--- config.mk ---
export PLATFORM = sky130hd
export DESIGN_NAME = psr_div
export DESIGN_NICKNAME = d
export VERILOG_FILES = /design/src/rtl/psr_pkg.sv /design/src/rtl/psr_div.sv
export SDC_FILE = /design/constraint.sdc
export NUM_CORES = 1
export LEC_CHECK = 0
export BUFFER_PORTS_ARGS = -buffer_cell sky130_fd_sc_hd__buf_2
export CAP_MARGIN = 20
export CORE_MARGIN = 2
export CORE_UTILIZATION = 63
export DETAILED_ROUTE_END_ITERATION = 12
export PLACE_DENSITY_LB_ADDON = 0.15
export SYNTH_ARGS = -nofsm -noshare
export SYNTH_HDL_FRONTEND = slang
export SYNTH_SLANG_ARGS = --single-unit
export TNS_END_PERCENT = 1
--- constraint.sdc ---
create_clock -name clk_i -period 6.6 [get_ports clk_i]
set_input_delay 0.99 -clock clk_i [delete_from_list [all_inputs] [get_ports clk_i]]
set_output_delay 0.99 -clock clk_i [all_outputs]
set_load 0.02 [all_outputs]
--- src/rtl/psr_pkg.sv ---
// Shared types and constants of the Prony series stress relaxation block
`timescale 1ns / 1ps
package psr_pkg;

  localparam int unsigned MaxElementsDef = 3;
  localparam int unsigned Components     = 9;
  localparam int unsigned CfgIdxW        = 3;
  localparam int unsigned CfgDataW       = 32;

  localparam logic [63:0] SmallRatio = 64'd4295;
  localparam logic [32:0] OneQ32     = 33'h1_0000_0000;
  localparam logic [32:0] ExpNegOne  = 33'd1580030169;
  localparam logic [3:0]  ExpTerms   = 4'd14;
  localparam logic [31:0] ExpMaxInt  = 32'd23;
  localparam logic [16:0] OneQ16     = 17'd65536;

  typedef enum logic [2:0] {
    RegCount   = 3'd0,
    RegWeight0 = 3'd1,
    RegTau0    = 3'd2,
    RegWeight1 = 3'd3,
    RegTau1    = 3'd4,
    RegWeight2 = 3'd5,
    RegTau2    = 3'd6
  } cfg_reg_e;

  typedef struct packed {
    logic start;
    logic narrow;
  } div_req_t;

  typedef struct packed {
    logic        done;
    logic [63:0] quotient;
  } div_rsp_t;

endpackage

--- src/rtl/psr_div.sv ---
// Radix-2 restoring divider, 64-bit or 33-bit dividend, one bit per cycle
`timescale 1ns / 1ps
module psr_div (
  input  logic              clk_i,
  input  logic              rst_ni,
  input  psr_pkg::div_req_t req_i,
  input  logic [63:0]       dividend_i,
  input  logic [63:0]       divisor_i,
  output psr_pkg::div_rsp_t rsp_o
);

  logic        busy_q, busy_d;
  logic        done_q, done_d;
  logic [6:0]  cnt_q, cnt_d;
  logic [63:0] num_q, num_d;
  logic [64:0] rem_q, rem_d;
  logic [63:0] quot_q, quot_d;
  logic [63:0] den_q, den_d;
  logic [64:0] rem_sh;
  logic        ge;

  assign rem_sh = {rem_q[63:0], num_q[63]};
  assign ge     = rem_sh >= {1'b0, den_q};

  always_comb begin
    busy_d = busy_q;
    done_d = 1'b0;
    cnt_d  = cnt_q;
    num_d  = num_q;
    rem_d  = rem_q;
    quot_d = quot_q;
    den_d  = den_q;
    if (req_i.start) begin
      busy_d = 1'b1;
      num_d  = req_i.narrow ? {dividend_i[32:0], 31'd0} : dividend_i;
      cnt_d  = req_i.narrow ? 7'd33 : 7'd64;
      rem_d  = '0;
      quot_d = '0;
      den_d  = divisor_i;
    end else if (busy_q) begin
      num_d  = {num_q[62:0], 1'b0};
      rem_d  = ge ? (rem_sh - {1'b0, den_q}) : rem_sh;
      quot_d = {quot_q[62:0], ge};
      cnt_d  = cnt_q - 7'd1;
      if (cnt_q == 7'd1) begin
        busy_d = 1'b0;
        done_d = 1'b1;
      end
    end
  end

  always_ff @(posedge clk_i or negedge rst_ni) begin
    if (!rst_ni) begin
      busy_q <= 1'b0;
      done_q <= 1'b0;
      cnt_q  <= '0;
    end else begin
      busy_q <= busy_d;
      done_q <= done_d;
      cnt_q  <= cnt_d;
    end
  end

  always_ff @(posedge clk_i) begin
    num_q  <= num_d;
    rem_q  <= rem_d;
    quot_q <= quot_d;
    den_q  <= den_d;
  end

  assign rsp_o.done     = done_q;
  assign rsp_o.quotient = quot_q;

endmodule

=== Word level (Yosys, flattened, before mapping) ===
Index checks and enable logic that the tools add are counted.

* Flip-flop bits (word level): 265
* Input port bits: 132
* Output and inout bits: 65
* Word-level logic and storage cells: 25

* Add/subtract/negate cells: 2
* Order comparisons: 1
* Equality and inequality tests: 1
* Multiplexer cells: 13
* Reduce and logical (&&, ||, !) cells: 1

{| class="wikitable"
|+ Operator list
! kind !! number
|-
| two-way mux 64 bit || 4
|-
| >= comparator 65 x 64 -> 1 bit || 1
|-
| subtractor 64 bit || 1
|-
| two-way mux 7 bit || 3
|-
| == test 7 x 1 -> 1 bit (second input constant) || 1
|-
| subtractor 7 x 1 -> 7 bit (second input constant) || 1
|-
| two-way mux 1 bit || 6
|-
| nonzero test 2 bit || 1
|}

=== Logic depth before layout (Yosys ltp) ===
* Depth after elaboration: 4
* Gate-level depth with buffers: 16
* Depth with buffers taken out: 13

=== Worst setup path after synthesis ===
No wires, ideal clock.

* Path kind: reg2reg
* Start point: register den_q[42]
* End point: register rem_q[42]
* Library setup time: 79 ps
* Arrival time: 3180 ps
* Required time: 6521 ps
* Setup slack: 3340 ps
* Stages on the path, launching flop included: 15
* Buffers on the path: 3
* Period minus slack after synthesis: 3260 ps
* Cells stage by stage: edfxtp_1 inv_1 ha_1 buf_2 nand4_1 or4_1 or4_1 o31ai_2 or3_1 nor3_1 or2_1 buf_6 buf_6 o31a_1 a211oi_2

* Word-level cells in the longest chain between the ends: 2
* Elaborated cells on any way between the ends: 3
* Classes of those cells: add/sub: 1; order compare: 1; mux: 1

{| class="wikitable"
|+ Ends and longest elaborated chain
! item !! line !! source
|-
| from (decl) || psr_div.sv:18 || <nowiki>logic [63:0] den_q, den_d;</nowiki>
|-
| from (signal assigned) || psr_div.sv:68 || <nowiki>den_q <= den_d;</nowiki>
|-
| subtractor 64 bit / >= comparator 65 x 64 -> 1 bit (equally long branches) || psr_div.sv:42, psr_div.sv:23 ||
|-
| two-way mux 64 bit * || psr_div.sv:42 || <nowiki>rem_d = ge ? (rem_sh - {1'b0, den_q}) : rem_sh;</nowiki>
|-
| to (signal assigned) || psr_div.sv:66 || <nowiki>rem_q <= rem_d;</nowiki>
|-
| to (decl) || psr_div.sv:16 || <nowiki>logic [64:0] rem_q, rem_d;</nowiki>
|}

Mark *: on every way between the ends. The rest lies on a longest branch, timed or not.
A chain may end at the register's enable or synchronous reset.

=== Worst setup path after layout ===
* Start point: register num_q[63]
* End point: register rem_q[50]

* Word-level cells in the longest chain between the ends: 2
* Elaborated cells on any way between the ends: 3
* Classes of those cells: add/sub: 1; order compare: 1; mux: 1

{| class="wikitable"
|+ Ends and longest elaborated chain
! item !! line !! source
|-
| from (decl) || psr_div.sv:15 || <nowiki>logic [63:0] num_q, num_d;</nowiki>
|-
| from (signal assigned) || psr_div.sv:65 || <nowiki>num_q <= num_d;</nowiki>
|-
| subtractor 64 bit / >= comparator 65 x 64 -> 1 bit (equally long branches) || psr_div.sv:42, psr_div.sv:23 ||
|-
| two-way mux 64 bit * || psr_div.sv:42 ||
|}

Marked as above.

==> results.yml <==
logic_synthesis:
  synth.distinct_cells: 72
  seq_area_frac_synth_pct: 45.71
  synth_warnings: 0
  synth_compound_area_share_pct: 16.77
  yosys.area_share.simple_pct: 14.34
  syn_area_per_cell_um2: 9.222
  synthArstFlopShare_pct: 3.396
  synth-xor-area-share_pct: 3.623
  synthFlopType: "edfxtp_1"
  synth_edf_count: 128
  synth_top_family_by_area: "compound AO/OA/AOI/OAI gates"
  synthAdderAreaFrac_pct: 5.831
  netlist_area_um2: 14510
  synthesis.nets: 1772
  ys_ff_latch: 265
  synthMuxAreaShare_pct: 7.866
  synthCells: 1573
setup_path:
  r2r_slack_ns: 2.66
  slowest_stage: "a2111oi_0"
  worstPathRequired_ns: 7.10
  r2r-end: "rem_q[50]$_SDFFE_PP0P_"
  start_kind: "register"
  path_max_fanout: 4
  cp_common_cell: "o2111ai_1"
  crit_buf_inv: 1
  slowest_delay_ns: 0.83
  crit_type: "reg -> reg"
  crit_arrival_ns: 4.44
  crit_family: "compound AO/OA/AOI/OAI gates"
  worstRegToRegCells: 13
  worstPathCellList: "inv_1 -> ha_1 -> fa_1 -> nor2b_1 -> o2111ai_1 -> a21oi_1 -> o2111ai_1 -> a2111oi_0 -> o2111ai_1 -> a21oi_1 -> nor3_1 -> o311a_1 -> nor3_2"
  critPathCaptureType: "register"
  r2r-start: "num_q[63]$_DFFE_PP_"
timing:
  setup_slack_ns: 2.665
  maxSlewHeadroom_pct: 32.65
  skew_ns: 0.02281
  hold_viol: 0
  rsz0062_at_grt: "false"
  fmax_ghz: 0.2541
  setup_viol: 0
  fin_tns_setup_ns: 0
  report.final.slew_viol_count: 0
  min_period_over_period_pct: 59.63
  worstMarginPinSlew_ns: 1.010
  finalCriticalPeriod_ns: 3.935
clock_tree:
  post_cts_resized: 0
  cts_sinks: 265
  htreeDepth: 1
  cts_tree: "built"
  cts_buffers: 29
  clock_latency_ns: 0.57
  clockBufferDepth: 3
  hold_buffers: 0
  clkSlewWorstSetupHoldPaths_ns: 0.07
  clock-root-buffer: "clkbuf_16"
  postCtsSetupBuffers: 0
layout:
  layout_common_cells: "223 x nor2_1, 195 x buf_2, 134 x a21oi_1"
  drive_gt1_share_pct: 15.90
  area_delta_synth_final_pct: 13.96
  finalNetCount: 1907
  mostFrequentLayoutCell: "nor2_1"
place:
  routabilityCongestion: 0.9408
  io_buffers: 196
  place_ws_ns: 2.736
  post-dp-hpwl_mm: 22.97
worst_hold_path:
  hp-class: "in -> async"
pwr:
  power.density_nw_per_um2: 333.3
  p_leak_nw: 7.797
  ir_drop_mv: 0.2200
route:
  dr_wl_met3_mm: 2.471
  wl_met1_mm: 14.53
  route.detailed.drc: 0
  num_vias: 11720
  vias_per_cell: 5.810
  drtIter0Drc: 752
  avgRoutedWirePerCell_um: 16.54
  wl_met2_mm: 15.29
  maxUsedRoutingLayer: "met5"
  ant_nets: 0
  wirelength_mm: 33.36
  drt-pass1-iter-count: 5
grt:
  grt_usage_pct: 27.04
  grt_start_max_net_pins: 182
  grt_pass1_wl_mm: 54.38
  antenna_found_initial: 3
  globalRouteOverflowTotal: 0
  grt_pass1_vias: 11460
die:
  ios: 197
  start_util_pct: 64.07
  die_area_um2: 24260
  die_x_um: 155.7
  fp.dieH_um: 155.7
  coreArea_um2: 22640
  placementRows: 55
outcome:
  status: "finished clean"
run:
  maxCapViolCount: 0
==> worst max-delay path by stage <==
| stage | startpoint | end | slack, ns | depth (start not counted) |
|---|---|---|---|---|
| after floorplan | den_q[42]$_DFFE_PP_ | rem_q[42]$_SDFFE_PP0P_ | 3.34 | 14 |
| after global placement | den_q[16]$_DFFE_PP_ | rem_q[5]$_SDFFE_PP0P_ | 2.68 | 12 |
| after detailed placement | num_q[63]$_DFFE_PP_ | rem_q[50]$_SDFFE_PP0P_ | 2.74 | 13 |
| after CTS | num_q[63]$_DFFE_PP_ | rem_q[54]$_SDFFE_PP0P_ | 2.62 | 13 |
| after global routing | num_q[63]$_DFFE_PP_ | rem_q[50]$_SDFFE_PP0P_ | 2.19 | 13 |
| final | num_q[63]$_DFFE_PP_ | rem_q[50]$_SDFFE_PP0P_ | 2.66 | 13 |
==> state kept, by name, indices dropped and copies added (netlist names) <==
| register | flops |
|---|---|
| den_q | 64 |
| num_q | 64 |
| quot_q | 64 |
| rem_q | 64 |
| cnt_q | 7 |
| busy_q | 1 |
| done_q | 1 |
==> layer usage <==
metal / up-vias / GRT usage (%)
li1: 5836 / -
met1: 5439 / 35.83
met2: 357 / 44.25
met3: 85 / 6.139
met4: 2 / 8.825
met5: - / 0
==> cell usage after synthesis, types with 6 or more instances <==
| cell | count | share of area [%] |
|---|---|---|
| nor2_1 | 223 | 5.8 |
| a21oi_1 | 134 | 4.6 |
| dfxtp_1 | 128 | 18 |
| edfxtp_1 | 128 | 26 |
| nand2_1 | 126 | 3.3 |
| mux2i_1 | 114 | 7.9 |
| inv_1 | 113 | 2.9 |
| o21ai_0 | 79 | 2.7 |
| clkbuf_1 | 72 | 1.9 |
| ha_1 | 66 | 5.7 |
| a211oi_1 | 46 | 2.4 |
| xnor2_1 | 36 | 2.2 |
| a21o_1 | 24 | 1.2 |
| xor2_1 | 24 | 1.4 |
| nand4_1 | 21 | 0.91 |
| nor3_1 | 20 | 0.69 |
| buf_2 | 16 | 0.55 |
| o21a_1 | 12 | 0.62 |
| a31oi_1 | 10 | 0.43 |
| nand3_1 | 10 | 0.35 |
| o21bai_1 | 10 | 0.52 |
| dfrtp_1 | 9 | 1.6 |
| and3_1 | 8 | 0.35 |
| o211ai_1 | 8 | 0.41 |
| nand2b_1 | 7 | 0.30 |
| o31ai_1 | 7 | 0.36 |
| a22o_1 | 6 | 0.36 |
| buf_1 | 6 | 0.16 |
| nor2b_1 | 6 | 0.26 |
| or3_1 | 6 | 0.26 |
==> report_power, final <==
part	total, mW	leakage (nW)	switching [mW]	internal [mW]
Sequential	2.13	2.46	0.152	1.98
Combinational	1.71	4.83	1.01	0.698
Clock	1.67	0.500	0.665	1.00
==> cell type report <==
cell class	count	area [um^2]
Fill cell	1727	6110
Timing Repair Buffer	203	1076
Clock inverter	11	125.1
Tap cell	285	356.6
Antenna cell	2	5.005
Multi-Input combinational cell	1096	7030
Sequential cell	265	6635
Clock buffer	42	878.3
Inverter	113	424.2
==> cell families after synthesis <==
kind of cell / Yosys count
compound gates: 386
buf+inv: 212
flops: 265
simple gates: 469
fa+ha+maj: 67
xor+xnor: 60
mux: 114
==> stage by stage <==
stage | hold slack (ns) | cells | power (mW) | instance area, um^2 | utilization (%)
CTS | 0.2547 | 2015 | 5.524 | 16530 | 72.99
detailed placement | 0.4777 | 1962 | 3.834 | 15520 | 68.56
floorplan | 0.4530 | 1573 | 3.465 | 14510 | -
global placement | 0.4679 | 1961 | 3.786 | 15490 | 68.44
global route | 0.2634 | 2015 | 5.818 | 16530 | 72.99
finish | 0.2709 | 2017 | 5.509 | 16530 | 73.01
Note: power is estimated with default switching activity, not from simulation.
